$ cat config.mk
export PLATFORM = sky130hd
export DESIGN_NAME = http_request_tokenizer
export DESIGN_NICKNAME = d
export VERILOG_FILES = /design/src/sv/hrt_pkg.sv /design/src/sv/http_request_tokenizer.sv
export SDC_FILE = /design/constraint.sdc
export NUM_CORES = 1
export LEC_CHECK = 0
export BUFFER_PORTS_ARGS = -buffer_cell sky130_fd_sc_hd__buf_2
export CORE_MARGIN = 2
export CORE_UTILIZATION = 30
export DETAILED_ROUTE_END_ITERATION = 16
export GPL_TIMING_DRIVEN = 0
export SYNTH_ARGS = -nofsm -noshare
export SYNTH_HDL_FRONTEND = slang
export SYNTH_SLANG_ARGS = --single-unit
$ cat constraint.sdc
create_clock -name clk -period 3.1 [get_ports clk]
set_input_delay 0 -clock clk [delete_from_list [all_inputs] [get_ports clk]]
set_output_delay 0 -clock clk [all_outputs]
set_load 0.05 [all_outputs]
$ cat src/sv/hrt_pkg.sv
package hrt_pkg;

  typedef enum logic [2:0] {
    PH_METHOD = 3'd0,
    PH_URI    = 3'd1,
    PH_PROTO  = 3'd2,
    PH_MAJOR  = 3'd3,
    PH_MINOR  = 3'd4,
    PH_KEY    = 3'd5,
    PH_VALUE  = 3'd6,
    PH_BODY   = 3'd7
  } phase_t;

  typedef enum logic [1:0] {
    STG_SKIP   = 2'd0,
    STG_SIGN   = 2'd1,
    STG_DIGITS = 2'd2,
    STG_STOP   = 2'd3
  } num_stage_t;

  typedef logic [7:0] byte_t;

  localparam logic [2:0] KIND_DELIM  = 3'd0;
  localparam logic [2:0] KIND_METHOD = 3'd1;
  localparam logic [2:0] KIND_PATH   = 3'd2;
  localparam logic [2:0] KIND_QUERY  = 3'd3;
  localparam logic [2:0] KIND_PROTO  = 3'd4;
  localparam logic [2:0] KIND_KEY    = 3'd5;
  localparam logic [2:0] KIND_VALUE  = 3'd6;
  localparam logic [2:0] KIND_BODY   = 3'd7;

  localparam logic [2:0] END_METHOD = 3'd0;
  localparam logic [2:0] END_URI    = 3'd1;
  localparam logic [2:0] END_PROTO  = 3'd2;
  localparam logic [2:0] END_MAJOR  = 3'd3;
  localparam logic [2:0] END_MINOR  = 3'd4;
  localparam logic [2:0] END_KEY    = 3'd5;
  localparam logic [2:0] END_VALUE  = 3'd6;

  localparam logic [1:0] STAT_OK      = 2'd0;
  localparam logic [1:0] STAT_BARE_LF = 2'd1;
  localparam logic [1:0] STAT_BAD_EOL = 2'd2;

  localparam byte_t CH_SPACE = 8'h20;
  localparam byte_t CH_SLASH = 8'h2F;
  localparam byte_t CH_DOT   = 8'h2E;
  localparam byte_t CH_COLON = 8'h3A;
  localparam byte_t CH_CR    = 8'h0D;
  localparam byte_t CH_LF    = 8'h0A;
  localparam byte_t CH_TAB   = 8'h09;
  localparam byte_t CH_VT    = 8'h0B;
  localparam byte_t CH_FF    = 8'h0C;
  localparam byte_t CH_PLUS  = 8'h2B;
  localparam byte_t CH_QMARK = 8'h3F;
  localparam byte_t CH_ZERO  = 8'h30;
  localparam byte_t CH_NINE  = 8'h39;

endpackage

$ cat src/sv/http_request_tokenizer.sv
// Output: each accepted beat is registered before it is presented at the output.
// Throughput: one byte per cycle; the parse state updates in the accept cycle and a single
// output register holds the result, so input is taken while out_ready is high or the
// output register is empty.
// Reset: synchronous active-low rst_n returns the parser to the method phase with all
// flags and the version accumulator cleared, and empties the output register.
module http_request_tokenizer #(
  parameter int VERSION_BITS = 8
) (
  input  logic               clk,
  input  logic               rst_n,
  input  logic               in_valid,
  output logic               in_ready,
  input  hrt_pkg::byte_t     in_data_byte,
  input  logic               in_first_byte,
  output logic               out_valid,
  input  logic               out_ready,
  output hrt_pkg::byte_t     out_byte,
  output logic [2:0]         out_byte_kind,
  output logic               out_field_end,
  output logic [2:0]         out_ended_field,
  output logic [7:0]         out_version_number,
  output logic               out_headers_done,
  output logic [1:0]         out_status
);
  import hrt_pkg::*;

  localparam int VW = VERSION_BITS + 4;
  localparam int RW = (VERSION_BITS > 8) ? VERSION_BITS : 8;
  localparam logic [VERSION_BITS-1:0] VMAX = {VERSION_BITS{1'b1}};

  phase_t                  phase_r, phase_nxt, ph;
  logic                    cr_r, cr_nxt, cr;
  logic                    query_r, query_nxt, qry;
  logic [VERSION_BITS-1:0] acc_r, acc_nxt, acc;
  num_stage_t              stg_r, stg_nxt, stg;

  logic                    out_valid_r, out_valid_nxt;
  byte_t                   out_byte_r;
  logic [2:0]              kind_r, kind_nxt;
  logic                    fend_r, fend_nxt;
  logic [2:0]              which_r, which_nxt;
  logic [7:0]              ver_r, ver_nxt;
  logic                    hdone_r, hdone_nxt;
  logic [1:0]              stat_r, stat_nxt;

  logic                    accept;
  logic                    is_digit;
  logic [VW-1:0]           acc_mul;
  logic [RW-1:0]           acc_ext;
  logic [7:0]              report;
  byte_t                   b;

  assign b        = in_data_byte;
  assign in_ready = !out_valid_r || out_ready;
  assign accept   = in_valid && in_ready;

  // current state, with restart applied before the byte
  always_comb begin
    if (in_first_byte) begin
      ph  = PH_METHOD;
      cr  = 1'b0;
      qry = 1'b0;
      acc = '0;
      stg = STG_SKIP;
    end else begin
      ph  = phase_r;
      cr  = cr_r;
      qry = query_r;
      acc = acc_r;
      stg = stg_r;
    end
  end

  assign is_digit = (b >= CH_ZERO) && (b <= CH_NINE);
  assign acc_mul  = {1'b0, acc, 3'b000} + {3'b000, acc, 1'b0} + VW'(b - CH_ZERO);
  assign acc_ext  = RW'(acc);
  assign report   = (acc_ext > RW'(255)) ? 8'hFF : acc_ext[7:0];

  always_comb begin
    phase_nxt = ph;
    cr_nxt    = cr;
    query_nxt = qry;
    acc_nxt   = acc;
    stg_nxt   = stg;
    kind_nxt  = KIND_DELIM;
    fend_nxt  = 1'b0;
    which_nxt = END_METHOD;
    ver_nxt   = 8'd0;
    hdone_nxt = 1'b0;
    stat_nxt  = STAT_OK;
    priority if (ph != PH_BODY && b == CH_CR) begin
      cr_nxt = 1'b1;
    end else if (ph != PH_BODY && b == CH_LF) begin
      cr_nxt = 1'b0;
      priority if (!cr) begin
        stat_nxt = STAT_BARE_LF;
      end else if (ph == PH_MINOR) begin
        fend_nxt  = 1'b1;
        which_nxt = END_MINOR;
        ver_nxt   = report;
        acc_nxt   = '0;
        stg_nxt   = STG_SKIP;
        phase_nxt = PH_KEY;
      end else if (ph == PH_VALUE) begin
        fend_nxt  = 1'b1;
        which_nxt = END_VALUE;
        phase_nxt = PH_KEY;
      end else if (ph == PH_KEY) begin
        hdone_nxt = 1'b1;
        phase_nxt = PH_BODY;
      end else begin
        stat_nxt = STAT_BAD_EOL;
      end
    end else begin
      unique case (ph)
        PH_METHOD: begin
          if (b == CH_SPACE) begin
            fend_nxt  = 1'b1;
            which_nxt = END_METHOD;
            phase_nxt = PH_URI;
          end else begin
            kind_nxt = KIND_METHOD;
          end
        end
        PH_URI: begin
          priority if (b == CH_SPACE) begin
            fend_nxt  = 1'b1;
            which_nxt = END_URI;
            query_nxt = 1'b0;
            phase_nxt = PH_PROTO;
          end else if (b == CH_QMARK && !qry) begin
            query_nxt = 1'b1;
          end else begin
            kind_nxt = qry ? KIND_QUERY : KIND_PATH;
          end
        end
        PH_PROTO: begin
          if (b == CH_SLASH) begin
            fend_nxt  = 1'b1;
            which_nxt = END_PROTO;
            acc_nxt   = '0;
            stg_nxt   = STG_SKIP;
            phase_nxt = PH_MAJOR;
          end else begin
            kind_nxt = KIND_PROTO;
          end
        end
        PH_MAJOR, PH_MINOR: begin
          if (ph == PH_MAJOR && b == CH_DOT) begin
            fend_nxt  = 1'b1;
            which_nxt = END_MAJOR;
            ver_nxt   = report;
            acc_nxt   = '0;
            stg_nxt   = STG_SKIP;
            phase_nxt = PH_MINOR;
          end else begin
            kind_nxt = KIND_PROTO;
            priority if (stg == STG_STOP) begin
              stg_nxt = STG_STOP;
            end else if (is_digit) begin
              acc_nxt = (acc_mul > VW'(VMAX)) ? VMAX : acc_mul[VERSION_BITS-1:0];
              stg_nxt = STG_DIGITS;
            end else if (stg == STG_SKIP) begin
              priority if (b == CH_SPACE || b == CH_TAB || b == CH_VT || b == CH_FF) begin
                stg_nxt = STG_SKIP;
              end else if (b == CH_PLUS) begin
                stg_nxt = STG_SIGN;
              end else begin
                acc_nxt = '0;
                stg_nxt = STG_STOP;
              end
            end else begin
              if (stg == STG_SIGN) begin
                acc_nxt = '0;
              end
              stg_nxt = STG_STOP;
            end
          end
        end
        PH_KEY: begin
          if (b == CH_COLON) begin
            fend_nxt  = 1'b1;
            which_nxt = END_KEY;
            phase_nxt = PH_VALUE;
          end else begin
            kind_nxt = KIND_KEY;
          end
        end
        PH_VALUE: kind_nxt = KIND_VALUE;
        PH_BODY:  kind_nxt = KIND_BODY;
        default:  kind_nxt = KIND_BODY;
      endcase
    end
  end

  assign out_valid_nxt = accept || (out_valid_r && !out_ready);

  always_ff @(posedge clk) begin
    if (!rst_n) begin
      phase_r     <= PH_METHOD;
      cr_r        <= 1'b0;
      query_r     <= 1'b0;
      acc_r       <= '0;
      stg_r       <= STG_SKIP;
      out_valid_r <= 1'b0;
    end else begin
      out_valid_r <= out_valid_nxt;
      if (accept) begin
        phase_r <= phase_nxt;
        cr_r    <= cr_nxt;
        query_r <= query_nxt;
        acc_r   <= acc_nxt;
        stg_r   <= stg_nxt;
      end
    end
  end

  always_ff @(posedge clk) begin
    if (accept) begin
      out_byte_r <= b;
      kind_r     <= kind_nxt;
      fend_r     <= fend_nxt;
      which_r    <= which_nxt;
      ver_r      <= ver_nxt;
      hdone_r    <= hdone_nxt;
      stat_r     <= stat_nxt;
    end
  end

  assign out_valid          = out_valid_r;
  assign out_byte           = out_byte_r;
  assign out_byte_kind      = kind_r;
  assign out_field_end      = fend_r;
  assign out_ended_field    = which_r;
  assign out_version_number = ver_r;
  assign out_headers_done   = hdone_r;
  assign out_status         = stat_r;

endmodule

# Word-level counts from Yosys, hierarchy flattened
# Cells that the tools add are included.
[word_totals]
output_inout_bits = 28
ff_bits = 42
[op_classes]
n_bitwise = 2
n_eq_ne = 21
order_cmp = 4
muxes = 87
addsub = 3
n_reduce_logical = 22
[op_table]
columns = ["operator", "n"]
rows = [
  ["$mux 8", 20],
  ["$mux 3", 20],
  ["$eq 8x6->1 const B", 6],
  ["$eq 8x4->1 const B", 5],
  ["$mux 2", 17],
  ["$mux 1", 24],
  ["$pmux 3 s7", 1],
  ["$pmux 8 s2", 1],
  ["$pmux 3 s5", 1],
  ["$add 11x9->12", 1],
  ["$add 12x12->12", 1],
  ["$eq 3x3->1 const B", 4],
  ["$gt 12x8->1 const B", 1],
  ["$pmux 3 s4", 1],
  ["$sub 8x6->9 const B", 1],
  ["$ge 8x6->1 const B", 1],
  ["$gt 8x8->1 const B", 1],
  ["$le 8x6->1 const B", 1],
  ["$reduce_or 2->1", 4],
  ["$logic_and 1x1->1", 7],
  ["$eq 3x2->1 const B", 2],
  ["$logic_or 1x1->1", 5],
  ["$reduce_or 5->1", 1],
  ["$pmux 1 s4", 1],
  ["9 further kinds", 12],
]

# Longest topological paths before layout
# Gate-level depths: netlist of the first run.
[depth]
ltp_word = 12
mapped_depth = 15
ltp_nobuf = 13

# Worst setup path after synthesis of the first run
# Ideal clock, no wire load.
[synth_timing]
path_kind = "input -> register"
startpoint = "input in_data_byte[4]"
endpoint = "register acc_r[4]"
path_stages = 14
setup_ps = 134
path_slack_ps = -234
t_arrival_ps = 3200
path_buffers = 2
cell_sequence = "ha_1 > or3_1 > fa_1 > inv_1 > ha_1 > clkbuf_1 > or3_1 > a21o_1 > o21ba_2 > o21ai_0 > or4b_4 > buf_6 > o221ai_1 > a211oi_1"
[synth_between]
elab_chain_cells = 12
[synth_rtl]
columns = ["item", "line_no", "text"]
rows = [
  ["start, declared", "http_request_tokenizer.sv:14", "input hrt_pkg::byte_t in_data_byte,"],
  ["branches (longest 11 deep; another with $add 12x12->12)", "-", ""],
  ["$mux 8 (*)", "http_request_tokenizer.sv:92", "priority if (ph != PH_BODY && b == CH_CR) begin"],
  ["end signal, assigned", "http_request_tokenizer.sv:213", "acc_r <= acc_nxt;"],
  ["end, declared", "http_request_tokenizer.sv:35", "logic [VERSION_BITS-1:0] acc_r, acc_nxt, acc;"],
]
# Every way passes the cells marked *.
# A chain may end at the register's enable or synchronous reset.

# Worst setup path in the final report of the first run
[layout_timing]
startpoint = "register acc_r[5]"
endpoint = "register acc_r[1]"
[layout_between]
elab_chain_cells = 11
[layout_rtl]
columns = ["item", "line_no", "text"]
rows = [
  ["$mux 8", "http_request_tokenizer.sv:60", "if (in_first_byte) begin"],
  ["$add 11x9->12", "http_request_tokenizer.sv:76", "assign acc_mul = {1'b0, acc, 3'b000} + {3'b000, acc, 1'b0} + VW'(b - CH_ZERO);"],
  ["$add 12x12->12", "http_request_tokenizer.sv:76", ""],
  ["$gt 12x8->1", "http_request_tokenizer.sv:162", "acc_nxt = (acc_mul > VW'(VMAX)) ? VMAX : acc_mul[VERSION_BITS-1:0];"],
  ["$mux 8", "http_request_tokenizer.sv:162", ""],
  ["$mux 8", "http_request_tokenizer.sv:161", "end else if (is_digit) begin"],
  ["$mux 8", "http_request_tokenizer.sv:159", "priority if (stg == STG_STOP) begin"],
  ["$mux 8", "http_request_tokenizer.sv:150", "if (ph == PH_MAJOR && b == CH_DOT) begin"],
  ["$pmux 8 s2", "http_request_tokenizer.sv:116", "unique case (ph)"],
  ["$mux 8", "http_request_tokenizer.sv:94", "end else if (ph != PH_BODY && b == CH_LF) begin"],
  ["$mux 8", "http_request_tokenizer.sv:92", ""],
]
# No other way between the ends.

==> reports/results.tsv, run 1 <==
stage	metric	value	unit
outcome	outcome	finished with violations	
outcome	violations	setup timing	
clocking	htreeDepth	2	
finish	fin_util	0.401	
critical_path	reg2reg_depth	13	
finish	fin_area	0.00411	mm^2
global_routing	top_usage_layer	met2	
sta	maxSlewViolCount	0	
sta	final-setup-viol-count	7	
pwr	leakage	1.57	nW
critical_path	crit_family	simple AND/OR/NAND/NOR gates	
sta	whs	14.0	ps
pwr	p_per_area	308	mW/mm^2
sta	slew_headroom	0.341	
critical_path	critPathKind	flip-flop to flip-flop	
sta	fmax	0.315	GHz
critical_path	reg2reg_to	acc_r[1]$_SDFFE_PN0P_	
global_routing	gr-total-overflow	0	
critical_path	crit_fanout	5	
yosys	syn_area_per_cell	8.75	um^2
finish	fin_nets	465	
sta	period_needed	3170	ps
global_routing	grt_pass1_wl	14400	um
drt	routed_wl	9060	um
critical_path	cp_cell_sequence	nand2_4 -> buf_6 -> fa_1 -> inv_2 -> ha_4 -> and2_4 -> and3_4 -> or4_4 -> o2111a_1 -> or4b_4 -> buf_8 -> o211ai_1 -> a22oi_1	
global_routing	antenna_found_initial	0	
clocking	insertion_delay	310	ps
drt	drtPass1Iterations	5	
hold_path	hold_path_class	primary input to flip-flop	
floorplan	die_w	106	um
sta	finClkSkew	7.47	ps
yosys	async_flop_share	0	
global_routing	grt_pass1_vias	2909	
critical_path	worst-path-buf-inv	3	
sta	min_period_over_period	1.02	
drt	postRouteAntennaNets	0	
drt	via_per_inst	5.32	
critical_path	crit_arrival	3370	ps
yosys	yosysUniqueCellTypes	62	
place	hpwlAfterDp	6470	um
hold_path	holdPathStages	3	
global_routing	grt_use_met3	0.0264	
critical_path	crit_path_start_kind	flip-flop	
sta	setup-tns-final	-262	ps
place	dp_cells	535	
drt	drc	0	
clocking	cts_root_buf	clkbuf_8	
hold_path	hp-start	rst_n	
pwr	power.total	1.26	mW
clocking	numClockSinks	42	
yosys	ys_seq_area_frac	0.350	
floorplan	dieArea	0.0113	mm^2
global_routing	grt_max_degree	36	
yosys	synthFlopType	edfxtp_1	
clocking	numCtsBuffers	5	
yosys	synth-seq-cells	42	
global_routing	grt_usage	0.161	
sta	tightest_slew	976	ps
finish	n_fill_cell	1004	
flow_run	cap_violations	0	
sta	setup_slack	-72.7	ps
hold_path	hold_end	phase_r[0]$_SDFFE_PN0P_	
place	portBuffers	40	
floorplan	start_util	0.307	
yosys	syn_nets	395	
finish	finalNonFillerCells	566	
critical_path	endpoint_kind	flip-flop	
floorplan	num_rows	37	
finish	syn_to_final_growth	30.6	%
floorplan	coreArea	0.0102	mm^2
critical_path	crit_path_top_delay_cell	fa_1	
critical_path	worstReg2RegStart	acc_r[5]$_SDFFE_PN0P_	
yosys	synth_cells	359	
yosys	post_synth_instance_area	0.00314	mm^2
place	place.gp.congestion	0.938	
critical_path	slowest_delay	550	ps
floorplan	io-pin-count	41	
global_routing	grt_util_met2	0.272	
drt	num_vias	3012	
pwr	vdd_drop_max	0.124	mV
finish	diodes	0	
drt	wire_per_inst	16.0	um
sta	hold_viol_final	0	
sta	grt_setup_unrepaired	true	
clocking	cts_tree	done	
global_routing	grtUsageMet1	0.201	
critical_path	r2r_setup_slack	-70	ps
yosys	synth-edff-count	26	
place	placed_area	0.00357	mm^2
finish	drive_gt1_frac	0.302	
floorplan	die_y	106	um
critical_path	required	3290	ps
clocking	clkSlewWorstSetupHoldPaths	80	ps
clocking	ctsLongestPathBuffers	2	
place	dp_slack	-531	ps
yosys	ys_warn_count	0	
drt	drt_iter0_drc	170	
==> registers in the layout, indices dropped and copies added (netlist names) <==
signal / cells
acc_r: 8
cr_r: 1
phase_r: 3
out_field_end: 1
out_version_number: 8
out_status: 2
out_headers_done: 1
out_byte: 8
out_byte_kind: 3
query_r: 1
out_ended_field: 3
out_valid: 1
stg_r: 2
==> how the worst max path moves through the flow <==
| stage | from | to | slack, ps | cells past startpoint |
|---|---|---|---|---|
| finish | acc_r[5]$_SDFFE_PN0P_ | acc_r[1]$_SDFFE_PN0P_ | -70 | 13 |
| global route | acc_r[5]$_SDFFE_PN0P_ | acc_r[1]$_SDFFE_PN0P_ | -190 | 13 |
| CTS | in_data_byte[5] | acc_r[1]$_SDFFE_PN0P_ | -9 | 15 |
| detailed placement | in_first_byte | acc_r[4]$_SDFFE_PN0P_ | -530 | 15 |
| global placement | in_first_byte | acc_r[1]$_SDFFE_PN0P_ | -530 | 15 |
| floorplan | acc_r[6]$_SDFFE_PN0P_ | acc_r[1]$_SDFFE_PN0P_ | 5 | 13 |
==> cell usage after synthesis (all sizes together), types with 5 or more instances <==
| cell | n | area, um^2 |
|---|---|---|
| a211oi | 7 | 52.6 |
| a21oi | 32 | 160 |
| a22oi | 7 | 57.6 |
| and3 | 9 | 56.3 |
| buf | 5 | 43.8 |
| clkbuf | 13 | 48.8 |
| dfxtp | 16 | 320 |
| edfxtp | 26 | 781 |
| fa | 7 | 140 |
| ha | 16 | 200 |
| inv | 30 | 113 |
| nand2 | 36 | 135 |
| nand2b | 6 | 37.5 |
| nand3 | 7 | 35.0 |
| nor2 | 31 | 116 |
| nor2b | 6 | 37.5 |
| nor3b | 5 | 42.5 |
| nor4 | 6 | 52.6 |
| o211ai | 8 | 65.1 |
| o21ai | 17 | 85.1 |
| o221ai | 5 | 43.8 |
| o22ai | 5 | 31.3 |
| xnor2 | 5 | 43.8 |
==> report_power, final <==
part | switching, mW | total [mW] | internal, mW
clock | 0.204 | 0.379 | 0.176
combinational | 0.184 | 0.273 | 0.0884
sequential | 0.00379 | 0.611 | 0.608
total | 0.391 | 1.26 | 0.872
==> area by class of cell <==
type                       count  area [um^2]  area share
clock inverter                 2         7.51     0.00183
inverter                      30          113      0.0274
sequential                    42         1110       0.272
clock buffer                   6         82.6      0.0201
tap                          136          170      0.0415
buffer                        17          103      0.0250
multi-input combinational    269         2080       0.507
timing repair buffer          64          432       0.105
==> tightest hold or removal path: stages <==
cell	delay, ps
buf_2	140
nand3_1	80
o41ai_1	70
==> layer usage <==
metal | up-vias | share of wire | wire (um)
met5 | - | 0 | 0
met4 | 0 | 0.026 | 239
met3 | 16 | 0.049 | 441
met2 | 95 | 0.49 | 4460
met1 | 1439 | 0.43 | 3920
li1 | 1462 | - | -
==> cells in the final DEF, fill, tap and decap left out, drive strengths merged, types with 3 or more instances in the layout <==
cell type and instances:
or2 3, edfxtp 26, buf 60, a22oi 7, dfxtp 16, a21o 4, and2 4, o22ai 5
nor3 3, and3 9, nor3b 5, o21ai 17, a31oi 3, nor4 6, o311ai 3, nor2 31
o221ai 5, fa 7, dlygate4sd3 11, nand2 36, nand2b 6, inv 30, a211oi 7, xnor2 5
nor2b 6, a21boi 3, nand3 7, clkbuf 16, ha 16, a21oi 32, o211ai 8
==> kinds of logic after synthesis <==
kind of cell | after synthesis | synth area share
compound gates | 111 | 0.243
xor+xnor | 6 | 0.0167
fa+ha+maj | 23 | 0.108
buf+inv | 48 | 0.0653
flops | 42 | 0.350
mux | 1 | 0.00318
simple gates | 128 | 0.213
==> repair_timing <==
| action | 4_1_cts | 5_1_grt |
|---|---|---|
| endpoints found under the hold margin | 10 | 0 |
| cloned | 1 | 0 |
| buffers inserted | 7 | 5 |
| resized for setup | 41 | 18 |
| pin swaps | 17 | 21 |
| hold buffers | 11 | 0 |
| endpoints found under the setup margin | 8 | 8 |
(Power assumes the default switching activity.)
==> run 2, diff against run 1 <==
--- a/config.mk
+++ b/config.mk
@@ -10,6 +10,7 @@
 export CORE_UTILIZATION = 30
 export DETAILED_ROUTE_END_ITERATION = 16
 export GPL_TIMING_DRIVEN = 0
+export RECOVER_POWER = 25
 export SYNTH_ARGS = -nofsm -noshare
 export SYNTH_HDL_FRONTEND = slang
 export SYNTH_SLANG_ARGS = --single-unit
==> run 2 against run 1 <==
Net effect: the run still ends with setup timing left; clock skew decreased by 0.66 ps; final area down 0.64%; sequential power is essentially flat; hold slack gained 0.88 ps; non-clock buffer count unchanged; largest power group unchanged.
==> reports/results.tsv, run 2 (synthesized netlist as in run 1, its figures left out) <==
stage	metric	value	unit	change
finish	fin_nets	465		unchanged
finish	syn_to_final_growth	29.8	%	
drt	drt_iter0_drc	174		+2.4%
clocking	cts_root_buf	clkbuf_8		
clocking	clkSlewWorstSetupHoldPaths	80	ps	about the same
global_routing	grt_pass1_vias	2909		unchanged
floorplan	coreArea	0.0102	mm^2	unchanged
floorplan	die_w	106	um	unchanged
place	place.gp.congestion	0.938		unchanged
global_routing	grt_max_degree	36		unchanged
finish	fin_util	0.399		-0.00257
global_routing	gr-total-overflow	0		unchanged
sta	grt_setup_unrepaired	true		
global_routing	grt_usage	0.161		unchanged
clocking	numCtsBuffers	5		unchanged
floorplan	start_util	0.307		unchanged
critical_path	r2r_setup_slack	-70	ps	about the same
pwr	p_per_area	308	mW/mm^2	+0.21%
finish	drive_gt1_frac	0.253		-0.0488
sta	slew_headroom	0.389		+0.0477
hold_path	hp-start	rst_n		
floorplan	dieArea	0.0113	mm^2	unchanged
floorplan	die_y	106	um	unchanged
sta	finClkSkew	6.81	ps	-0.659 ps
sta	final-setup-viol-count	7		unchanged
outcome	outcome	finished with violations		
clocking	htreeDepth	2		unchanged
pwr	power.total	1.26	mW	-0.43%
sta	maxSlewViolCount	0		unchanged
drt	routed-wl-met3	530	um	+20%
sta	tightest_slew	913	ps	-63.4 ps
critical_path	crit_fanout	5		unchanged
critical_path	crit_arrival	3350	ps	-20 ps
finish	final_cell_mix	nand2_1, a21oi_1, clkbuf_1		
pwr	vdd_drop_max	0.123	mV	-0.47%
drt	wl_met1	3830	um	-2.3%
drt	drc	0		unchanged
sta	min_period_over_period	1.02		about the same
global_routing	antenna_found_initial	0		unchanged
critical_path	reg2reg_depth	13		unchanged
drt	via_per_inst	5.34		+0.37%
hold_path	hold_path_class	primary input to flip-flop		
clocking	ctsLongestPathBuffers	2		unchanged
finish	n_fill_cell	1021		+1.7%
sta	hold_viol_final	0		unchanged
global_routing	grt_pass1_wl	14400	um	unchanged
critical_path	crit_path_start_kind	primary input		
sta	setup-tns-final	-281	ps	-18.6 ps
drt	drtPass1Iterations	5		unchanged
critical_path	endpoint_kind	flip-flop		
place	hpwlAfterDp	6470	um	unchanged
flow_run	cap_violations	0		unchanged
floorplan	num_rows	37		unchanged
critical_path	crit_start	in_data_byte[4]		
critical_path	worstReg2RegStart	acc_r[5]$_SDFFE_PN0P_		
clocking	insertion_delay	310	ps	about the same
drt	routed_wl	9030	um	-0.32%
floorplan	io-pin-count	41		unchanged
clocking	cts_tree	done		
drt	wire_per_inst	16.0	um	-0.32%
drt	wl_met2	4420	um	-0.92%
hold_path	holdPathStages	3		unchanged
drt	dr.max_layer_used	met4		
sta	fmax	0.315	GHz	about the same
drt	num_vias	3023		+0.37%
sta	period_needed	3170	ps	+0.494 ps
outcome	violations	setup timing		
pwr	leakage	1.51	nW	-3.8%
finish	diodes	0		unchanged
critical_path	required	3280	ps	about the same
sta	setup_slack	-73.2	ps	-0.494 ps
finish	final_common_cell	nand2_1		
clocking	numClockSinks	42		unchanged
place	portBuffers	40		unchanged
drt	postRouteAntennaNets	0		unchanged
critical_path	critPathKind	primary input to flip-flop		
[run 2: worst max-delay path: stages]
cell	delay, ps
clkbuf_1	160
ha_4	210
or3_4	420
fa_2	530
inv_1	50
ha_1	380
o21ai_4	100
a21o_1	190
o21ba_4	220
o21ai_2	40
or4b_4	610
buf_8	170
o221ai_2	180
a211oi_2	90
[run 2: cell type report]
class	count	area, um^2	share of cell area
buffer	17	103	0.0252
clock inverter	2	7.51	0.00184
timing repair buffer	64	405	0.0994
sequential	42	1110	0.273
clock buffer	6	82.6	0.0202
multi-input combinational	269	2080	0.511
tap	136	170	0.0417
inverter	30	113	0.0276
[run 2: final timing paths]
check                                  to
hold reg to reg     acc_r[0]$_SDFFE_PN0P_
setup / recovery    acc_r[5]$_SDFFE_PN0P_
setup reg to reg    acc_r[5]$_SDFFE_PN0P_
hold / removal    phase_r[0]$_SDFFE_PN0P_
[run 2: power breakdown]
group / switching, mW / leakage, nW / internal (mW)
Sequential: 0.00406 / 0.389 / 0.608
Combinational: 0.184 / 1.08 / 0.0845
Clock: 0.202 / 0.0463 / 0.176
Total: 0.390 / 1.51 / 0.868
[run 2: routing by layer]
layer	vias to the layer above	GRT usage
met1	1416	0.201
met3	19	0.0264
met4	0	0.0724
met2	124	0.272
li1	1464	-
met5	-	0
[run 2: metrics by stage]
stage          instance area (um^2)  cells  setup WS (ps)  hold WS, ps
2_1_floorplan                  3200    359           4.86         98.9
3_3_place_gp                   3570    535           -529          206
3_5_place_dp                   3570    535           -531          207
4_1_cts                        4010    562          -8.70         3.17
5_1_grt                        4080    566           -202         45.9
6_report                       4080    566          -73.2         14.9
[run 2: timing repair]
item                                   in CTS  in global routing
pin swaps                                  17                 21
endpoints found under the hold margin      10                  0
cloned                                      1                  0
setup buffers                               7                  5
gates resized for setup                    41                 18
setup endpoints to repair                   8                  8
hold buffers                               11                  0
==> run 3, diff against run 2 <==
--- a/config.mk
+++ b/config.mk
@@ -6,7 +6,7 @@
 export NUM_CORES = 1
 export LEC_CHECK = 0
 export BUFFER_PORTS_ARGS = -buffer_cell sky130_fd_sc_hd__buf_2
-export CORE_MARGIN = 2
+export CORE_MARGIN = 3
 export CORE_UTILIZATION = 30
 export DETAILED_ROUTE_END_ITERATION = 16
 export GPL_TIMING_DRIVEN = 0
==> run 3 against run 2 <==
Net effect: the run still ends with setup timing left; maximum frequency shrank 1.4%; first-iteration DRC count is 30% lower; power up 0.83%; global-route usage increased by 0.23 points; final area is 1.3% higher; die area is 3.8% higher; register-to-register slack lost 40 ps; combinational power is 3% higher.
==> reports/results.tsv, run 3 (synthesized netlist as in run 1, its figures left out) <==
stage	metric	value	unit	change
clocking	clkSlewWorstSetupHoldPaths	80	ps	about the same
critical_path	crit_path_start_kind	flip-flop		
flow_run	cap_violations	0		unchanged
sta	finClkSkew	4.52	ps	-2.29 ps
floorplan	die_w	108	um	+1.9%
finish	fin_nets	468		+0.65%
sta	maxSlewViolCount	0		unchanged
finish	final_cell_mix	nand2_1, a21oi_1, clkbuf_1		
sta	setup_slack	-117	ps	-44.1 ps
sta	whs	8.23	ps	-6.63 ps
finish	drive_gt1_frac	0.270		+0.0167
outcome	outcome	finished with violations		
pwr	vdd_drop_max	0.164	mV	+33%
critical_path	endpoint_kind	flip-flop		
sta	tightest_slew	924	ps	+11.0 ps
global_routing	grt_pass1_wl	15300	um	+6.0%
floorplan	start_util	0.314		+0.00711
global_routing	grt_pass1_vias	3046		+4.7%
place	portBuffers	40		unchanged
clocking	numCtsBuffers	5		unchanged
floorplan	num_rows	36		-2.7%
sta	slew_headroom	0.381		-0.00736
drt	routed_wl	9590	um	+6.2%
critical_path	critPathKind	flip-flop to flip-flop		
clocking	htreeDepth	2		unchanged
global_routing	gr-total-overflow	0		unchanged
finish	final_common_cell	nand2_1		
sta	period_needed	3220	ps	+44.1 ps
floorplan	die_y	108	um	+1.9%
critical_path	slowest_delay	610	ps	about the same
clocking	cts_tree	done		
sta	hold_viol_final	0		unchanged
place	hpwlAfterDp	6850	um	+5.9%
critical_path	crit_top_cell	inv_2		
critical_path	crit_arrival	3400	ps	+50 ps
place	placed_area	0.00357	mm^2	-0.11%
global_routing	grt_usage	0.163		+0.00227
sta	min_period_over_period	1.04		+0.0142
drt	drtPass1Iterations	5		unchanged
drt	via_per_inst	5.43		+1.7%
floorplan	io-pin-count	41		unchanged
sta	fmax	0.311	GHz	-1.4%
finish	fin_area	0.00413	mm^2	+1.3%
outcome	violations	setup timing		
finish	n_fill_cell	1037		+1.6%
clocking	cts_root_buf	clkbuf_8		
critical_path	worst-path-buf-inv	3		unchanged
critical_path	cp_cell_sequence	inv_2 -> nor2_4 -> fa_1 -> inv_2 -> fa_2 -> nor2b_2 -> o31a_1 -> o21ba_4 -> o21ai_2 -> or4b_4 -> buf_8 -> o211ai_1 -> a22oi_1		
pwr	p_per_area	307	mW/mm^2	-0.42%
global_routing	grt_max_degree	36		unchanged
critical_path	crit_path_top_delay_cell	or4b_4		
pwr	leakage	1.54	nW	+2.0%
drt	postRouteAntennaNets	0		unchanged
hold_path	hold_path_class	primary input to flip-flop		
drt	num_vias	3075		+1.7%
finish	syn_to_final_growth	31.4	%	
finish	diodes	0		unchanged
global_routing	antenna_found_initial	0		unchanged
critical_path	crit_family	adder cells		
clocking	insertion_delay	300	ps	about the same
drt	wire_per_inst	16.9	um	+6.2%
finish	fin_util	0.413		+0.0144
floorplan	coreArea	0.0100	mm^2	-2.3%
critical_path	required	3280	ps	about the same
drt	drc	0		unchanged
sta	setup-tns-final	-590	ps	-309 ps
clocking	numClockSinks	42		unchanged
drt	drt_iter0_drc	121		-30%
critical_path	crit_fanout	5		unchanged
clocking	ctsLongestPathBuffers	2		unchanged
floorplan	dieArea	0.0117	mm^2	+3.8%
place	place.gp.congestion	0.904		-3.6%
sta	final-setup-viol-count	7		unchanged
sta	grt_setup_unrepaired	true		
-- run 3: per-stage QoR --
step | setup WS [ps] | instances | total power [mW]
global placement | -539 | 532 | 0.859
finish | -117 | 566 | 1.27
floorplan | 4.86 | 359 | 0.796
detailed placement | -609 | 532 | 0.862
global route | -218 | 566 | 1.31
CTS | 1.40 | 561 | 1.27
-- run 3: repair_timing --
item,in CTS,in global routing
hold endpoints to repair,10,0
endpoints found under the setup margin,8,8
gates cloned,1,0
pin swaps,26,17
resized for setup,51,15
setup buffers,10,5
hold buffers,10,0
-- run 3: power by group --
group	total, mW	leakage [nW]	internal [mW]	switching (mW)
clock	0.381	0.0455	0.182	0.199
combinational	0.275	1.11	0.0871	0.188
sequential	0.612	0.390	0.608	0.00413
-- run 3: final timing paths --
kind	end	depth (start not counted)	startpoint	slack (ps)
worst max-delay path	acc_r[1]$_SDFFE_PN0P_	13	acc_r[2]$_SDFFE_PN0P_	-120
worst min-delay path	out_valid$_SDFF_PN0_	3	out_ready	8
worst max register to register	acc_r[1]$_SDFFE_PN0P_	13	acc_r[2]$_SDFFE_PN0P_	-120
worst min register to register	acc_r[0]$_SDFFE_PN0P_	2	acc_r[0]$_SDFFE_PN0P_	490
-- run 3: layout make-up --
type,instances,area (um^2),share of cell area
plain buffers,18,125,0.0303
clock buffers,8,90.1,0.0218
inverters,30,113,0.0273
well taps,133,166,0.0403
multi-input cells,269,2090,0.507
repair buffers,66,425,0.103
flip-flops and latches,42,1120,0.271
-- run 3: routing by layer --
layer,wire length [um],global-route usage,vias to the layer above
li1,-,-,1463
met1,4070,0.204,1501
met2,4890,0.294,90
met3,416,0.0155,21
met4,210,0.0550,0
met5,0,0,-
-- run 3: worst min-delay path: cells and delay by family --
family          cells  cell delay (ps)
compound gates      1               70
buf+inv             1               70
simple gates        1              120
